File: config.mk
export PLATFORM = sky130hd
export DESIGN_NAME = h264_pps_field_parser_unit
export DESIGN_NICKNAME = d
export VERILOG_FILES = /design/src/hdl/h264pps_pkg.sv /design/src/hdl/h264_pps_field_parser_unit.sv
export SDC_FILE = /design/constraint.sdc
export NUM_CORES = 1
export LEC_CHECK = 0
export BUFFER_PORTS_ARGS = -buffer_cell sky130_fd_sc_hd__buf_2
export CELL_PAD_IN_SITES_DETAIL_PLACEMENT = 2
export CELL_PAD_IN_SITES_GLOBAL_PLACEMENT = 2
export CORE_ASPECT_RATIO = 2
export CORE_UTILIZATION = 34
export CTS_CLUSTER_DIAMETER = 150
export DETAILED_ROUTE_END_ITERATION = 6
export PLACE_DENSITY_LB_ADDON = 0.1
export SYNTH_ARGS = -nofsm -noshare
export SYNTH_HDL_FRONTEND = slang
export SYNTH_SLANG_ARGS = --single-unit
File: constraint.sdc
create_clock -name aclk -period 4.1 [get_ports aclk]
set_input_delay 0 -clock aclk [delete_from_list [all_inputs] [get_ports aclk]]
set_output_delay 0 -clock aclk [all_outputs]
set_load 0.05 [all_outputs]
File: src/hdl/h264pps_pkg.sv
// Shared constants and types for the H.264 PPS field parser.
// No dependencies.
package h264pps_pkg;

    typedef logic [4:0] step_t;

    localparam step_t F_PPS     = 5'd0;
    localparam step_t F_SPS     = 5'd1;
    localparam step_t F_ENTROPY = 5'd2;
    localparam step_t F_BOTTOM  = 5'd3;
    localparam step_t F_NUMG    = 5'd4;
    localparam step_t F_MAPTYPE = 5'd5;
    localparam step_t F_RUN     = 5'd6;
    localparam step_t F_TL      = 5'd7;
    localparam step_t F_BR      = 5'd8;
    localparam step_t F_DIR     = 5'd9;
    localparam step_t F_RATE    = 5'd10;
    localparam step_t F_PICSIZE = 5'd11;
    localparam step_t F_GROUPID = 5'd12;
    localparam step_t F_REF0    = 5'd13;
    localparam step_t F_REF1    = 5'd14;
    localparam step_t F_WPRED   = 5'd15;
    localparam step_t F_BIP1    = 5'd16;
    localparam step_t F_BIP2    = 5'd17;
    localparam step_t F_QP      = 5'd18;
    localparam step_t F_QS      = 5'd19;
    localparam step_t F_CHROMA  = 5'd20;
    localparam step_t F_DEBLOCK = 5'd21;
    localparam step_t F_CONSTR  = 5'd22;
    localparam step_t F_REDUN   = 5'd23;
    localparam step_t F_DONE    = 5'd24;

    localparam logic [5:0] MAX_LEAD_ZEROS = 6'd31;

    // qp delta limits on the halved ue value
    localparam logic [30:0] QP_POS_HALF_MAX = 31'd24;
    localparam logic [30:0] QP_NEG_HALF_MAX = 31'd26;

    localparam logic [1:0] ST_OK        = 2'd0;
    localparam logic [1:0] ST_TRUNCATED = 2'd1;
    localparam logic [1:0] ST_QP_RANGE  = 2'd2;

    localparam logic [2:0] MAP_RUNS    = 3'd0;
    localparam logic [2:0] MAP_RECTS   = 3'd2;
    localparam logic [2:0] MAP_EVO_LO  = 3'd3;
    localparam logic [2:0] MAP_EVO_HI  = 3'd5;
    localparam logic [2:0] MAP_EXPLICIT = 3'd6;

endpackage

File: src/hdl/h264_pps_field_parser_unit.sv
// H.264 picture parameter set field parser, one payload bit per cycle while a byte is walked.
// Depends on h264pps_pkg.
//
// Payload bytes enter one item at a time on the s_ channel, the final byte
// marked by s_last_byte. Each accepted item passes through an accept step,
// a walk of its eight bits MSB first through the field sequencer and a
// finish step; a dropped emulation-prevention byte (0x03 after two zero
// bytes) goes straight from accept to finish. No new byte is taken before
// the finish step. On the final byte one result item is loaded into the m_
// output register and the parser returns to its reset state; the next byte
// is taken while that result still waits. ue(v)/se(v) codes are decoded
// serially in a shift accumulator, and the slice-group syntax is skipped for
// every map type. A status other than ok forces every other result field to zero.
module h264_pps_field_parser_unit (
    input  logic               aclk,
    input  logic               aresetn,
    input  logic               s_valid,
    output logic               s_ready,
    input  logic [7:0]         s_data_byte,
    input  logic               s_last_byte,
    output logic               m_valid,
    input  logic               m_ready,
    output logic [1:0]         m_status,
    output logic [31:0]        m_pps_id,
    output logic [31:0]        m_sps_id,
    output logic               m_entropy_mode,
    output logic               m_bottom_field_order,
    output logic               m_weighted_pred,
    output logic [1:0]         m_weighted_bipred,
    output logic signed [5:0]  m_init_qp_delta,
    output logic               m_redundant_cnt_present
);

    localparam logic [1:0] S_IDLE = 2'd0;
    localparam logic [1:0] S_BITS = 2'd1;
    localparam logic [1:0] S_FIN  = 2'd2;

    // sequencer control
    logic [1:0]  state_reg, state_next;
    logic [2:0]  bit_cnt_reg, bit_cnt_next;
    logic [7:0]  shift_reg, shift_next;
    logic        last_reg, last_next;
    logic [1:0]  zero_run_reg, zero_run_next;

    // parser state
    h264pps_pkg::step_t step_reg, step_next;
    logic [5:0]  lead_reg, lead_next;
    logic [31:0] acc_reg, acc_next;
    logic        phase_reg, phase_next;
    logic [5:0]  len_reg, len_next;
    logic        nz_reg, nz_next;
    logic [31:0] group_reg, group_next;
    logic [5:0]  id_width_reg, id_width_next;
    logic [32:0] loop_reg, loop_next;
    logic [31:0] pps_reg, pps_next;
    logic [31:0] sps_reg, sps_next;
    logic [5:0]  flags_reg, flags_next;   // entropy, bottom, wpred, bipred[1:0], redun
    logic [5:0]  qp_reg, qp_next;
    logic [1:0]  status_reg, status_next;

    // result register
    logic        m_valid_reg, m_valid_next;
    logic [1:0]  o_status_reg;
    logic [31:0] o_pps_reg, o_sps_reg;
    logic [5:0]  o_flags_reg, o_qp_reg;
    logic        load_out;
    logic [1:0]  fin_status;

    assign s_ready = (state_reg == S_IDLE);

    always_comb begin
        logic        b;
        logic        do_done;
        logic        code_done;
        logic [31:0] v;
        logic [31:0] acc_sh;
        logic [5:0]  lead_inc;
        logic [31:0] cnt;
        logic [2:0]  kind;
        logic [30:0] half;

        state_next    = state_reg;
        bit_cnt_next  = bit_cnt_reg;
        shift_next    = shift_reg;
        last_next     = last_reg;
        zero_run_next = zero_run_reg;
        step_next     = step_reg;
        lead_next     = lead_reg;
        acc_next      = acc_reg;
        phase_next    = phase_reg;
        len_next      = len_reg;
        nz_next       = nz_reg;
        group_next    = group_reg;
        id_width_next = id_width_reg;
        loop_next     = loop_reg;
        pps_next      = pps_reg;
        sps_next      = sps_reg;
        flags_next    = flags_reg;
        qp_next       = qp_reg;
        status_next   = status_reg;
        load_out      = 1'b0;
        m_valid_next  = m_valid_reg && !m_ready;

        b         = shift_reg[7];
        do_done   = 1'b0;
        code_done = 1'b0;
        v         = 32'd0;
        acc_sh    = {acc_reg[30:0], b};
        lead_inc  = lead_reg + 6'd1;
        cnt       = acc_reg + 32'd1;
        kind      = 3'd0;
        half      = 31'd0;

        fin_status = (status_reg != h264pps_pkg::ST_OK) ? status_reg :
                     ((step_reg != h264pps_pkg::F_DONE) ? h264pps_pkg::ST_TRUNCATED
                                                         : h264pps_pkg::ST_OK);

        case (state_reg)
            S_IDLE: begin
                if (s_valid) begin
                    last_next = s_last_byte;
                    if (zero_run_reg == 2'd2 && s_data_byte == 8'h03) begin
                        // drop the emulation-prevention byte
                        zero_run_next = 2'd0;
                        state_next    = S_FIN;
                    end else begin
                        if (s_data_byte == 8'h00)
                            zero_run_next = (zero_run_reg == 2'd2) ? 2'd2 : zero_run_reg + 2'd1;
                        else
                            zero_run_next = 2'd0;
                        shift_next   = s_data_byte;
                        bit_cnt_next = 3'd0;
                        state_next   = S_BITS;
                    end
                end
            end
            S_BITS: begin
                shift_next   = {shift_reg[6:0], 1'b0};
                bit_cnt_next = bit_cnt_reg + 3'd1;
                if (bit_cnt_reg == 3'd7)
                    state_next = S_FIN;

                if (status_reg == h264pps_pkg::ST_OK && step_reg != h264pps_pkg::F_DONE) begin
                    if (step_reg inside {h264pps_pkg::F_ENTROPY, h264pps_pkg::F_BOTTOM,
                                         h264pps_pkg::F_DIR, h264pps_pkg::F_GROUPID,
                                         h264pps_pkg::F_WPRED, h264pps_pkg::F_BIP1,
                                         h264pps_pkg::F_BIP2, h264pps_pkg::F_DEBLOCK,
                                         h264pps_pkg::F_CONSTR, h264pps_pkg::F_REDUN}) begin
                        do_done = 1'b1;
                        v       = {31'd0, b};
                    end else if (!phase_reg) begin
                        if (!b) begin
                            lead_next = lead_inc;
                            if (lead_inc > h264pps_pkg::MAX_LEAD_ZEROS) begin
                                status_next = h264pps_pkg::ST_TRUNCATED;
                                step_next   = h264pps_pkg::F_DONE;
                            end
                        end else if (lead_reg == 6'd0) begin
                            do_done = 1'b1;
                        end else begin
                            acc_next   = 32'd1;
                            phase_next = 1'b1;
                            len_next   = lead_reg;
                            nz_next    = 1'b0;
                        end
                    end else begin
                        acc_next  = acc_sh;
                        lead_next = lead_reg - 6'd1;
                        nz_next   = nz_reg | b;
                        if (lead_reg == 6'd1) begin
                            phase_next = 1'b0;
                            acc_next   = 32'd0;
                            do_done    = 1'b1;
                            code_done  = 1'b1;
                            v          = acc_sh - 32'd1;
                        end
                    end
                end

                if (do_done) begin
                    kind = (v > 32'd7) ? 3'd7 : v[2:0];
                    half = v[31:1];
                    case (step_reg)
                        h264pps_pkg::F_PPS:     begin pps_next = v; step_next = h264pps_pkg::F_SPS; end
                        h264pps_pkg::F_SPS:     begin sps_next = v; step_next = h264pps_pkg::F_ENTROPY; end
                        h264pps_pkg::F_ENTROPY: begin flags_next[0] = v[0]; step_next = h264pps_pkg::F_BOTTOM; end
                        h264pps_pkg::F_BOTTOM:  begin flags_next[1] = v[0]; step_next = h264pps_pkg::F_NUMG; end
                        h264pps_pkg::F_NUMG: begin
                            group_next = v;
                            // bit length of the value is the id width for map type 6
                            id_width_next = code_done ? len_reg + {5'd0, nz_reg | b} : 6'd0;
                            step_next = (v != 32'd0) ? h264pps_pkg::F_MAPTYPE : h264pps_pkg::F_REF0;
                        end
                        h264pps_pkg::F_MAPTYPE: begin
                            if (kind == h264pps_pkg::MAP_RUNS) begin
                                loop_next = {1'b0, group_reg} + 33'd1;
                                step_next = h264pps_pkg::F_RUN;
                            end else if (kind == h264pps_pkg::MAP_RECTS) begin
                                loop_next = {1'b0, group_reg};
                                step_next = h264pps_pkg::F_TL;
                            end else if (kind >= h264pps_pkg::MAP_EVO_LO &&
                                         kind <= h264pps_pkg::MAP_EVO_HI) begin
                                step_next = h264pps_pkg::F_DIR;
                            end else if (kind == h264pps_pkg::MAP_EXPLICIT) begin
                                step_next = h264pps_pkg::F_PICSIZE;
                            end else begin
                                step_next = h264pps_pkg::F_REF0;
                            end
                        end
                        h264pps_pkg::F_RUN: begin
                            loop_next = loop_reg - 33'd1;
                            if (loop_reg == 33'd1) step_next = h264pps_pkg::F_REF0;
                        end
                        h264pps_pkg::F_TL: step_next = h264pps_pkg::F_BR;
                        h264pps_pkg::F_BR: begin
                            loop_next = loop_reg - 33'd1;
                            step_next = (loop_reg == 33'd1) ? h264pps_pkg::F_REF0
                                                             : h264pps_pkg::F_TL;
                        end
                        h264pps_pkg::F_DIR:  step_next = h264pps_pkg::F_RATE;
                        h264pps_pkg::F_RATE: step_next = h264pps_pkg::F_REF0;
                        h264pps_pkg::F_PICSIZE: begin
                            loop_next = {1'b0, v} + 33'd1;
                            acc_next  = 32'd0;
                            step_next = h264pps_pkg::F_GROUPID;
                        end
                        h264pps_pkg::F_GROUPID: begin
                            acc_next = cnt;
                            if (cnt >= {26'd0, id_width_reg}) begin
                                acc_next  = 32'd0;
                                loop_next = loop_reg - 33'd1;
                                if (loop_reg == 33'd1) step_next = h264pps_pkg::F_REF0;
                            end
                        end
                        h264pps_pkg::F_REF0:  step_next = h264pps_pkg::F_REF1;
                        h264pps_pkg::F_REF1:  step_next = h264pps_pkg::F_WPRED;
                        h264pps_pkg::F_WPRED: begin flags_next[2] = v[0]; step_next = h264pps_pkg::F_BIP1; end
                        h264pps_pkg::F_BIP1:  begin flags_next[4] = v[0]; step_next = h264pps_pkg::F_BIP2; end
                        h264pps_pkg::F_BIP2:  begin flags_next[3] = v[0]; step_next = h264pps_pkg::F_QP; end
                        h264pps_pkg::F_QP: begin
                            if (v[0]) begin
                                if (half > h264pps_pkg::QP_POS_HALF_MAX) begin
                                    status_next = h264pps_pkg::ST_QP_RANGE;
                                    step_next   = h264pps_pkg::F_DONE;
                                end else begin
                                    qp_next   = half[5:0] + 6'd1;
                                    step_next = h264pps_pkg::F_QS;
                                end
                            end else begin
                                if (half > h264pps_pkg::QP_NEG_HALF_MAX) begin
                                    status_next = h264pps_pkg::ST_QP_RANGE;
                                    step_next   = h264pps_pkg::F_DONE;
                                end else begin
                                    qp_next   = 6'd0 - half[5:0];
                                    step_next = h264pps_pkg::F_QS;
                                end
                            end
                        end
                        h264pps_pkg::F_QS:      step_next = h264pps_pkg::F_CHROMA;
                        h264pps_pkg::F_CHROMA:  step_next = h264pps_pkg::F_DEBLOCK;
                        h264pps_pkg::F_DEBLOCK: step_next = h264pps_pkg::F_CONSTR;
                        h264pps_pkg::F_CONSTR:  step_next = h264pps_pkg::F_REDUN;
                        h264pps_pkg::F_REDUN:   begin flags_next[5] = v[0]; step_next = h264pps_pkg::F_DONE; end
                        default: step_next = h264pps_pkg::F_DONE;
                    endcase
                end
            end
            S_FIN: begin
                if (!last_reg) begin
                    state_next = S_IDLE;
                end else if (!m_valid_reg || m_ready) begin
                    // hand off the result and start over for the next payload
                    load_out      = 1'b1;
                    m_valid_next  = 1'b1;
                    state_next    = S_IDLE;
                    zero_run_next = 2'd0;
                    step_next     = h264pps_pkg::F_PPS;
                    lead_next     = 6'd0;
                    acc_next      = 32'd0;
                    phase_next    = 1'b0;
                    group_next    = 32'd0;
                    id_width_next = 6'd0;
                    loop_next     = 33'd0;
                    pps_next      = 32'd0;
                    sps_next      = 32'd0;
                    flags_next    = 6'd0;
                    qp_next       = 6'd0;
                    status_next   = h264pps_pkg::ST_OK;
                end
            end
            default: state_next = S_IDLE;
        endcase
    end

    always_ff @(posedge aclk) begin
        if (!aresetn) begin
            state_reg    <= S_IDLE;
            bit_cnt_reg  <= 3'd0;
            last_reg     <= 1'b0;
            zero_run_reg <= 2'd0;
            step_reg     <= h264pps_pkg::F_PPS;
            lead_reg     <= 6'd0;
            acc_reg      <= 32'd0;
            phase_reg    <= 1'b0;
            len_reg      <= 6'd0;
            nz_reg       <= 1'b0;
            group_reg    <= 32'd0;
            id_width_reg <= 6'd0;
            loop_reg     <= 33'd0;
            pps_reg      <= 32'd0;
            sps_reg      <= 32'd0;
            flags_reg    <= 6'd0;
            qp_reg       <= 6'd0;
            status_reg   <= h264pps_pkg::ST_OK;
            m_valid_reg  <= 1'b0;
        end else begin
            state_reg    <= state_next;
            bit_cnt_reg  <= bit_cnt_next;
            last_reg     <= last_next;
            zero_run_reg <= zero_run_next;
            step_reg     <= step_next;
            lead_reg     <= lead_next;
            acc_reg      <= acc_next;
            phase_reg    <= phase_next;
            len_reg      <= len_next;
            nz_reg       <= nz_next;
            group_reg    <= group_next;
            id_width_reg <= id_width_next;
            loop_reg     <= loop_next;
            pps_reg      <= pps_next;
            sps_reg      <= sps_next;
            flags_reg    <= flags_next;
            qp_reg       <= qp_next;
            status_reg   <= status_next;
            m_valid_reg  <= m_valid_next;
        end
    end

    // payload registers: shift line and result fields
    always_ff @(posedge aclk) begin
        shift_reg <= shift_next;
        if (load_out) begin
            o_status_reg <= fin_status;
            if (fin_status == h264pps_pkg::ST_OK) begin
                o_pps_reg   <= pps_reg;
                o_sps_reg   <= sps_reg;
                o_flags_reg <= flags_reg;
                o_qp_reg    <= qp_reg;
            end else begin
                o_pps_reg   <= 32'd0;
                o_sps_reg   <= 32'd0;
                o_flags_reg <= 6'd0;
                o_qp_reg    <= 6'd0;
            end
        end
    end

    assign m_valid                 = m_valid_reg;
    assign m_status                = o_status_reg;
    assign m_pps_id                = o_pps_reg;
    assign m_sps_id                = o_sps_reg;
    assign m_entropy_mode          = o_flags_reg[0];
    assign m_bottom_field_order    = o_flags_reg[1];
    assign m_weighted_pred         = o_flags_reg[2];
    assign m_weighted_bipred       = o_flags_reg[4:3];
    assign m_init_qp_delta         = o_qp_reg;
    assign m_redundant_cnt_present = o_flags_reg[5];

endmodule

==> flow_summary.json, run 1 <==
{
  "drc": 0,
  "cp.required_ns": 4.59,
  "synth_area_per_cell_um2": 8.35,
  "path_buf_inv": 3,
  "antenna_found_initial": 1,
  "critPathKind": "register to register",
  "netlist_instances": 2062,
  "die-area_um2": 51600,
  "grt_max_degree": 82,
  "diodes": 0,
  "ys_seq_elements": 295,
  "globalplace.congestion": 0.963,
  "syn2layout_area_growth_pct": 19.0,
  "std_cell_rows": 116,
  "wl_per_cell_um": 23.0,
  "endpoint_kind": "register",
  "slew_viol_final": 0,
  "finalClockSkew_ns": 0.0168,
  "synthesis.area_um2": 17200,
  "fin_nets": 2254,
  "drive_gt1_share_pct": 17.0,
  "crit_chain": "inv_1 > ha_1 > a21boi_4 > a21boi_0 > or4_1 > a32oi_1 > and4_1 > buf_4 > nand4_4 > buf_4 > a2111oi_1 > xnor2_1 > o21ai_0 > a22o_1",
  "drtIter0Drc": 558,
  "die_w_um": 161,
  "powerDensity_nw_per_um2": 325,
  "clk_pin_slew_ns": 0.07,
  "ir_worst_vdd_uv": 304,
  "cp_slowest_cell": "or4_1",
  "io_pins": 93,
  "period_share_pct": 96.9,
  "groute.usage.overall_pct": 25.8,
  "finalWirelength_mm": 66.3,
  "relSlewSlack_pct": 25.0,
  "synth_edf_count": 86,
  "cts.sinks": 295,
  "rsz0062_at_grt": "no",
  "tightestPinTransition_ns": 1.13,
  "coreArea_um2": 50100,
  "hold_violations": 0,
  "cpPeakStageDelay_ns": 0.51,
  "ant_nets": 0,
  "synthArstFlopShare_pct": 0,
  "setup_viol": 0,
  "max-cap-violations": 0,
  "grt_pass1_vias": 18000,
  "dieHeight_um": 320,
  "vias_per_cell": 5.60,
  "grt.overflow.total": 0,
  "root_buffer": "clkbuf_16",
  "htree_levels": 1,
  "fill_cells": 5700,
  "grt_pass1_wl_mm": 103,
  "portBuffers": 92,
  "place_hpwl_mm": 51.9,
  "status": "complete, no violations",
  "cp.arrival_ns": 4.47,
  "period_minus_slack_ns": 3.97,
  "start_util_pct": 34.4,
  "finalPower_mw": 6.66,
  "critPathLaunchType": "register",
  "synth_fp_nets": 2101,
  "crit_fanout": 6,
  "firstDrtPassIters": 4,
  "fmax_mhz": 252,
  "num_vias": 16200,
  "clock_latency_ns": 0.60,
  "yosysWarningCount": 0,
  "crit_family": "compound AO/OA/AOI/OAI gates",
  "setup_tns_ns": 0,
  "seq_area_frac_synth_pct": 39.3,
  "largest_reg_flops": 33,
  "hp-class": "input pin to register",
  "final_cell_mix": "nand2_1, dfxtp_1, buf_4, nor2_1, a21boi_0",
  "cts_made_buffers": 29,
  "crit_path_frequent_cell": "buf_4",
  "layout_commonest_cell": "nand2_1",
  "synth_cell_type_count": 88,
  "leakage_nw": 7.67,
  "clock_path_buffers": 3,
  "cts_tree": "built",
  "synthFlopType": "dfxtp_1"
}
[metal layers]
| metal | global-route usage, % | up-vias | share of wire [%] |
|---|---|---|---|
| met5 | 0 | - | 0 |
| met1 | 24.4 | 8108 | 35 |
| met4 | 15.9 | 0 | 6.7 |
| met3 | 1.86 | 159 | 2.1 |
| li1 | - | 7597 | - |
| met2 | 52.3 | 300 | 56 |
[metrics by stage]
step	worst slack (ns)	cells	utilization, %	hold slack [ns]	area (um2)
after floorplan	0.106	2062	-	0.169	17200
after CTS	0.0579	2885	40.7	0.189	20400
final	0.129	2887	40.9	0.234	20500
after global routing	0.00140	2887	40.9	0.241	20500
after global placement	-0.293	2818	38.5	0.261	19300
after detailed placement	-0.350	2818	38.5	0.274	19300
[worst paths after layout]
check	cells past startpoint	endpoint	from	slack (ns)
worst max-delay path	14	loop_reg[17]	acc_reg[0]	0.13
worst min-delay path	4	shift_reg[3]	s_data_byte[3]	0.23
worst max register to register	14	loop_reg[17]	acc_reg[0]	0.13
worst min register to register	2	sps_reg[29]	sps_reg[29]	0.46
[cell families after synthesis]
group | synth area share, %
AOI/OAI and AO/OA | 18.8
adders and majority gates | 1.89
xor gates and xnor gates | 6.77
DFF | 39.3
muxes | 1.54
and+or+nand+nor | 27.4
buffers and inverters | 4.32
[synth_stat cells (all sizes together) (5+ instances only)]
master | n | area, um2
nand2 | 341 | 1280
dfxtp | 209 | 4180
nor2 | 135 | 507
clkbuf | 121 | 454
a21boi | 113 | 852
and2 | 86 | 538
edfxtp | 86 | 2580
xnor2 | 85 | 744
o21ai | 71 | 355
nor2b | 68 | 425
nor3 | 63 | 320
a22oi | 60 | 450
nand3 | 60 | 300
a21oi | 51 | 259
xor2 | 48 | 420
inv | 37 | 139
nor4 | 37 | 293
nand4 | 32 | 228
buf | 31 | 150
ha | 26 | 325
o22ai | 26 | 163
or3 | 24 | 150
mux2i | 22 | 220
a31oi | 20 | 125
and3 | 17 | 106
o31ai | 17 | 133
or4 | 14 | 105
and4 | 12 | 105
o211ai | 12 | 90.1
or2 | 12 | 75.1
nand2b | 11 | 68.8
nor3b | 10 | 80.1
a2111oi | 9 | 124
a211oi | 8 | 65.1
o31a | 7 | 61.3
a21o | 6 | 45.0
a22o | 5 | 43.8
a31o | 5 | 43.8
a41oi | 5 | 43.8
[layout make-up]
class                   instances  area (um2)  share of cell area (%)
repair buffers                274        1910                    9.33
multi-input cells            1578        9880                    48.2
well taps                     649         812                    3.96
inverters                      37         140                   0.684
flip-flops and latches        295        6770                    33.0
clock inverters                15         156                   0.764
clock buffers                  39         813                    3.97
[repair_timing]
item / CTS / global route
cloned: 0 / 0
hold endpoints to repair: 48 / 0
endpoints found under the setup margin: 41 / 35
hold buffers: 13 / 0
pin swaps: 0 / 1
resized for setup: 7 / 16
buffers inserted: 0 / 2
[power breakdown]
group          switching [mW]  internal (mW)
combinational           0.535          0.320
clock                    1.26           1.53
sequential             0.0138           3.00
[worst min-delay path: cells and delay by family]
family,cells,cell delay (ns)
buf+inv,2,0.63
simple gates,2,0.09
Note: power is estimated with default switching activity, not from simulation.
==> inputs of run 2 (changes only) <==
--- a/config.mk
+++ b/config.mk
@@ -13,6 +13,7 @@
 export CTS_CLUSTER_DIAMETER = 150
 export DETAILED_ROUTE_END_ITERATION = 6
 export PLACE_DENSITY_LB_ADDON = 0.1
+export RECOVER_POWER = 25
 export SYNTH_ARGS = -nofsm -noshare
 export SYNTH_HDL_FRONTEND = slang
 export SYNTH_SLANG_ARGS = --single-unit
==> flow_summary.json, run 2 (synthesis gave the netlist of run 1 again) <==
{
  "ir_worst_vdd_uv": 304,
  "cp.required_ns": 4.59,
  "syn2layout_area_growth_pct": 18.3,
  "vias_per_cell": 5.59,
  "drc": 0,
  "tightestPinTransition_ns": 1.23,
  "std_cell_rows": 116,
  "root_buffer": "clkbuf_16",
  "leakage_nw": 7.32,
  "max-cap-violations": 0,
  "globalplace.congestion": 0.963,
  "diodes": 0,
  "fmax_mhz": 251,
  "die_w_um": 161,
  "powerDensity_nw_per_um2": 327,
  "hp-class": "input pin to register",
  "place_hpwl_mm": 51.9,
  "wl_per_cell_um": 23.0,
  "ff2ff_path_depth": 14,
  "cts_made_buffers": 29,
  "grt_max_degree": 82,
  "clock_path_buffers": 3,
  "worst_hold_slack_ns": 0.233,
  "multi_input_area_um2": 9880,
  "hold_violations": 0,
  "grt_pass1_wl_mm": 103,
  "clock_latency_ns": 0.60,
  "whs_endpoint": "shift_reg[3]",
  "cts_tree": "built",
  "fill_cells": 5765,
  "final_cell_mix": "nand2_1, dfxtp_1, buf_4, nor2_1, a21boi_0",
  "largest_reg_flops": 33,
  "endpoint_kind": "register",
  "dieHeight_um": 320,
  "layout_commonest_cell": "nand2_1",
  "htree_levels": 1,
  "min_from": "s_data_byte[3]",
  "start_util_pct": 34.4,
  "r2r_start": "acc_reg[0]",
  "critPathLaunchType": "register",
  "cts.sinks": 295,
  "status": "complete, no violations",
  "finalClockSkew_ns": 0.0156,
  "period_share_pct": 97.3,
  "antenna_found_initial": 1,
  "firstDrtPassIters": 4,
  "portBuffers": 92,
  "num_vias": 16200,
  "clk_pin_slew_ns": 0.07,
  "setup_viol": 0,
  "relSlewSlack_pct": 18.1,
  "grt.overflow.total": 0,
  "min_path_cells": 4,
  "groute.usage.overall_pct": 25.8,
  "crit_fanout": 6,
  "slew_viol_final": 0,
  "finalWirelength_mm": 66.4,
  "io_pins": 93,
  "ant_nets": 0,
  "r2r_end": "loop_reg[17]",
  "drtIter0Drc": 536,
  "critPathKind": "register to register",
  "cp.arrival_ns": 4.48,
  "setup_tns_ns": 0,
  "rsz0062_at_grt": "no",
  "r2r_setup_slack_ns": 0.11,
  "coreArea_um2": 50100,
  "fin_nets": 2254,
  "die-area_um2": 51600,
  "period_minus_slack_ns": 3.99,
  "drive_gt1_share_pct": 13.2,
  "regArea_um2": 6770,
  "grt_pass1_vias": 18000
}
## run 2: cell count changes in the layout (fill, tap and decap cells not counted)
cell        before  now
buf_2           91   11
nor2b_2          1    0
clkinv_2         2    1
buf_4          166  163
nor2b_1         67   68
clkbuf_1         5   88
clkinvlp_2       0    1
## run 2: worst max path at each step
stage           startpoint            to  slack, ns
2_1_floorplan  step_reg[2]  loop_reg[23]       0.11
3_3_place_gp    acc_reg[0]   loop_reg[2]      -0.29
3_5_place_dp    acc_reg[1]   loop_reg[9]      -0.35
4_1_cts         acc_reg[1]     qp_reg[2]       0.06
5_1_grt         acc_reg[0]  loop_reg[17]      0.001
6_report        acc_reg[0]  loop_reg[17]       0.11
## run 2: repair_timing
action | in CTS | in global routing
endpoints found under the hold margin | 48 | 0
setup endpoints to repair | 41 | 35
setup buffers | 0 | 2
pin swaps | 0 | 1
hold buffers | 13 | 0
gates resized for setup | 7 | 16
## run 2: metal layers
metal | wire (um) | GRT usage (%) | vias up
met5 | 0 | 0 | -
met2 | 37500 | 52.3 | 270
met3 | 1300 | 1.86 | 159
met1 | 23200 | 24.4 | 8123
met4 | 4400 | 15.9 | 0
li1 | - | - | 7599
## run 2: stage by stage
step	std cells	area (um2)	setup slack [ns]	util, %	power [mW]
after detailed placement	2818	19300	-0.350	38.5	3.92
final	2887	20400	0.111	40.7	6.66
after CTS	2885	20400	0.0579	40.7	6.75
after global routing	2887	20400	0.00140	40.7	6.89
after floorplan	2062	17200	0.106	-	3.57
after global placement	2818	19300	-0.293	38.5	3.90
## run 2: area by class of cell
type,count,share of cell area (%)
Clock inverter,15,0.768
Multi-Input combinational cell,1578,48.5
Clock buffer,39,3.99
Inverter,37,0.688
Tap cell,649,3.99
Timing Repair Buffer,274,8.84
Sequential cell,295,33.2
## run 2: power by group
group | total, mW | internal [mW] | leakage [nW] | switching, mW
sequential | 3.02 | 3.00 | 2.65 | 0.0140
clock | 2.78 | 1.53 | 0.451 | 1.26
combinational | 0.856 | 0.319 | 4.21 | 0.536
total | 6.66 | 4.85 | 7.32 | 1.81
## run 2: worst max-delay path, cell delays in order (launching register included)
cell       delay (ns)
dfxtp_1          0.42
inv_1            0.11
ha_1             0.26
a21boi_4         0.26
a21boi_0         0.17
or4_1            0.51
a32oi_1          0.30
and4_1           0.31
buf_4            0.14
nand4_4          0.17
buf_4            0.23
a2111oi_1        0.52
xnor2_1          0.18
o21ai_0          0.09
a22o_1           0.20
==> inputs of run 3 (changes only) <==
--- a/config.mk
+++ b/config.mk
@@ -9,7 +9,7 @@
 export CELL_PAD_IN_SITES_DETAIL_PLACEMENT = 2
 export CELL_PAD_IN_SITES_GLOBAL_PLACEMENT = 2
 export CORE_ASPECT_RATIO = 2
-export CORE_UTILIZATION = 34
+export CORE_UTILIZATION = 41
 export CTS_CLUSTER_DIAMETER = 150
 export DETAILED_ROUTE_END_ITERATION = 6
 export PLACE_DENSITY_LB_ADDON = 0.1
==> constraint.sdc (replaced) <==
create_clock -name aclk -period 4.6 [get_ports aclk]
set_input_delay 0 -clock aclk [delete_from_list [all_inputs] [get_ports aclk]]
set_output_delay 0 -clock aclk [all_outputs]
set_load 0.05 [all_outputs]
==> flow_summary.json, run 3 (synthesis gave the netlist of run 1 again) <==
{
  "status": "complete, no violations",
  "post-cts-setup-buffers": 0,
  "period_share_pct": 94.1,
  "endpoint_kind": "register",
  "hold_violations": 0,
  "dieHeight_um": 292,
  "tightestPinTransition_ns": 1.31,
  "grt_max_degree": 106,
  "start_util_pct": 41.7,
  "finalPower_mw": 5.78,
  "met1_length_mm": 23.3,
  "grt_pass1_wl_mm": 104,
  "clock_path_buffers": 3,
  "firstDrtPassIters": 5,
  "critPathKind": "register to register",
  "cpPeakStageDelay_ns": 0.52,
  "layout_commonest_cell": "nand2_1",
  "stdcell_count": 2694,
  "io_pins": 93,
  "globalplace.congestion": 0.960,
  "portBuffers": 92,
  "clk_pin_slew_ns": 0.07,
  "num_vias": 16200,
  "finalClockSkew_ns": 0.0128,
  "slew_viol_final": 0,
  "syn2layout_area_growth_pct": 13.0,
  "cp.arrival_ns": 4.82,
  "largest_reg_flops": 33,
  "top_layer_used": "met4",
  "drtIter0Drc": 699,
  "place_hpwl_mm": 50.0,
  "antenna_found_initial": 0,
  "critPathLaunchType": "register",
  "cts_tree": "built",
  "crit_chain": "inv_1 > ha_1 > or3b_1 > buf_4 > nor3_1 > nor3b_1 > xnor2_1 > and4_1 > nand3_1 > buf_4 > nor2_1 > a31oi_2 > or3_1 > a21boi_0",
  "clock_latency_ns": 0.57,
  "cts.sinks": 295,
  "multi_input_area_um2": 9790,
  "grt.overflow.total": 0,
  "regArea_um2": 6770,
  "drc": 0,
  "fill_cells": 4631,
  "std_cell_rows": 105,
  "final_area_um2": 19500,
  "period_minus_slack_ns": 4.33,
  "setup_viol": 0,
  "diodes": 0,
  "ir_worst_vdd_uv": 305,
  "crit_path_frequent_cell": "buf_4",
  "setup_tns_ns": 0,
  "ant_nets": 0,
  "coreArea_um2": 41300,
  "die_w_um": 147,
  "powerDensity_nw_per_um2": 297,
  "rsz0062_at_grt": "no",
  "fmax_mhz": 231,
  "cp.required_ns": 5.09,
  "groute.usage.overall_pct": 31.1,
  "leakage_nw": 6.90,
  "wl_met2_mm": 37.5,
  "placed_cell_area_um2": 18500,
  "r2r_setup_slack_ns": 0.27,
  "root_buffer": "clkbuf_16",
  "crit_fanout": 12,
  "cts_made_buffers": 29,
  "wl_per_cell_um": 24.7,
  "vias_per_cell": 6.00,
  "drive_gt1_share_pct": 9.36,
  "relSlewSlack_pct": 12.8,
  "die-area_um2": 42900,
  "cp_slowest_cell": "edfxtp_1",
  "placed_cells": 2627,
  "fin_nets": 2175,
  "final_cell_mix": "nand2_1, dfxtp_1, nor2_1, a21boi_0, clkbuf_1",
  "finalWirelength_mm": 66.5,
  "wl_met3_mm": 1.49,
  "grt_pass1_vias": 18000,
  "max-cap-violations": 0,
  "hp-class": "input pin to register",
  "htree_levels": 1
}
-- run 3: metrics by stage --
| stage | util, % | hold WS [ns] | setup slack, ns |
|---|---|---|---|
| CTS | 47.4 | 0.230 | 0.0927 |
| global placement | 44.8 | 0.262 | 0.365 |
| floorplan | - | 0.169 | 0.321 |
| finish | 47.2 | 0.267 | 0.271 |
| global route | 47.2 | 0.277 | 0.0219 |
| detailed placement | 44.8 | 0.277 | 0.0916 |
-- run 3: area by class of cell --
type / count / area share (%)
inverters: 37 / 0.720
well taps: 535 / 3.44
flip-flops and latches: 295 / 34.8
multi-input cells: 1578 / 50.3
repair buffers: 195 / 5.94
clock inverters: 15 / 0.675
clock buffers: 39 / 4.13
-- run 3: final timing paths --
kind	cells after the start	startpoint	endpoint
worst min register to register	2	sps_reg[9]	sps_reg[9]
worst max register to register	14	shift_reg[7]	qp_reg[3]
worst min-delay path	4	s_data_byte[2]	shift_reg[2]
worst max-delay path	14	shift_reg[7]	qp_reg[3]
-- run 3: power by group --
group / leakage, nW / switching, mW / internal, mW / total, mW
Clock: 0.467 / 1.08 / 1.29 / 2.38
Combinational: 3.78 / 0.463 / 0.240 / 0.703
Sequential: 2.65 / 0.0181 / 2.68 / 2.69
Total: 6.90 / 1.57 / 4.21 / 5.78
-- run 3: worst max-delay path: cells and delay by family, from the launching register on --
kind                       cells  cell delay (ns)
buffers and inverters          3             0.59
AOI/OAI and AO/OA              2             0.47
adders and majority gates      1             0.28
DFF                            1             0.52
xor gates and xnor gates       1             0.29
and+or+nand+nor                7             2.09
-- run 3: timing repair --
action                                  4_1_cts  5_1_grt
endpoints found under the hold margin        47        0
resized for setup                             0        5
endpoints found under the setup margin        0       18
hold buffers                                 13        0
-- run 3: per-layer routing --
metal	vias to the layer above	GRT usage, %
met1	8167	29.8
li1	7440	-
met2	350	62.8
met4	0	18.5
met5	-	0
met3	198	2.48
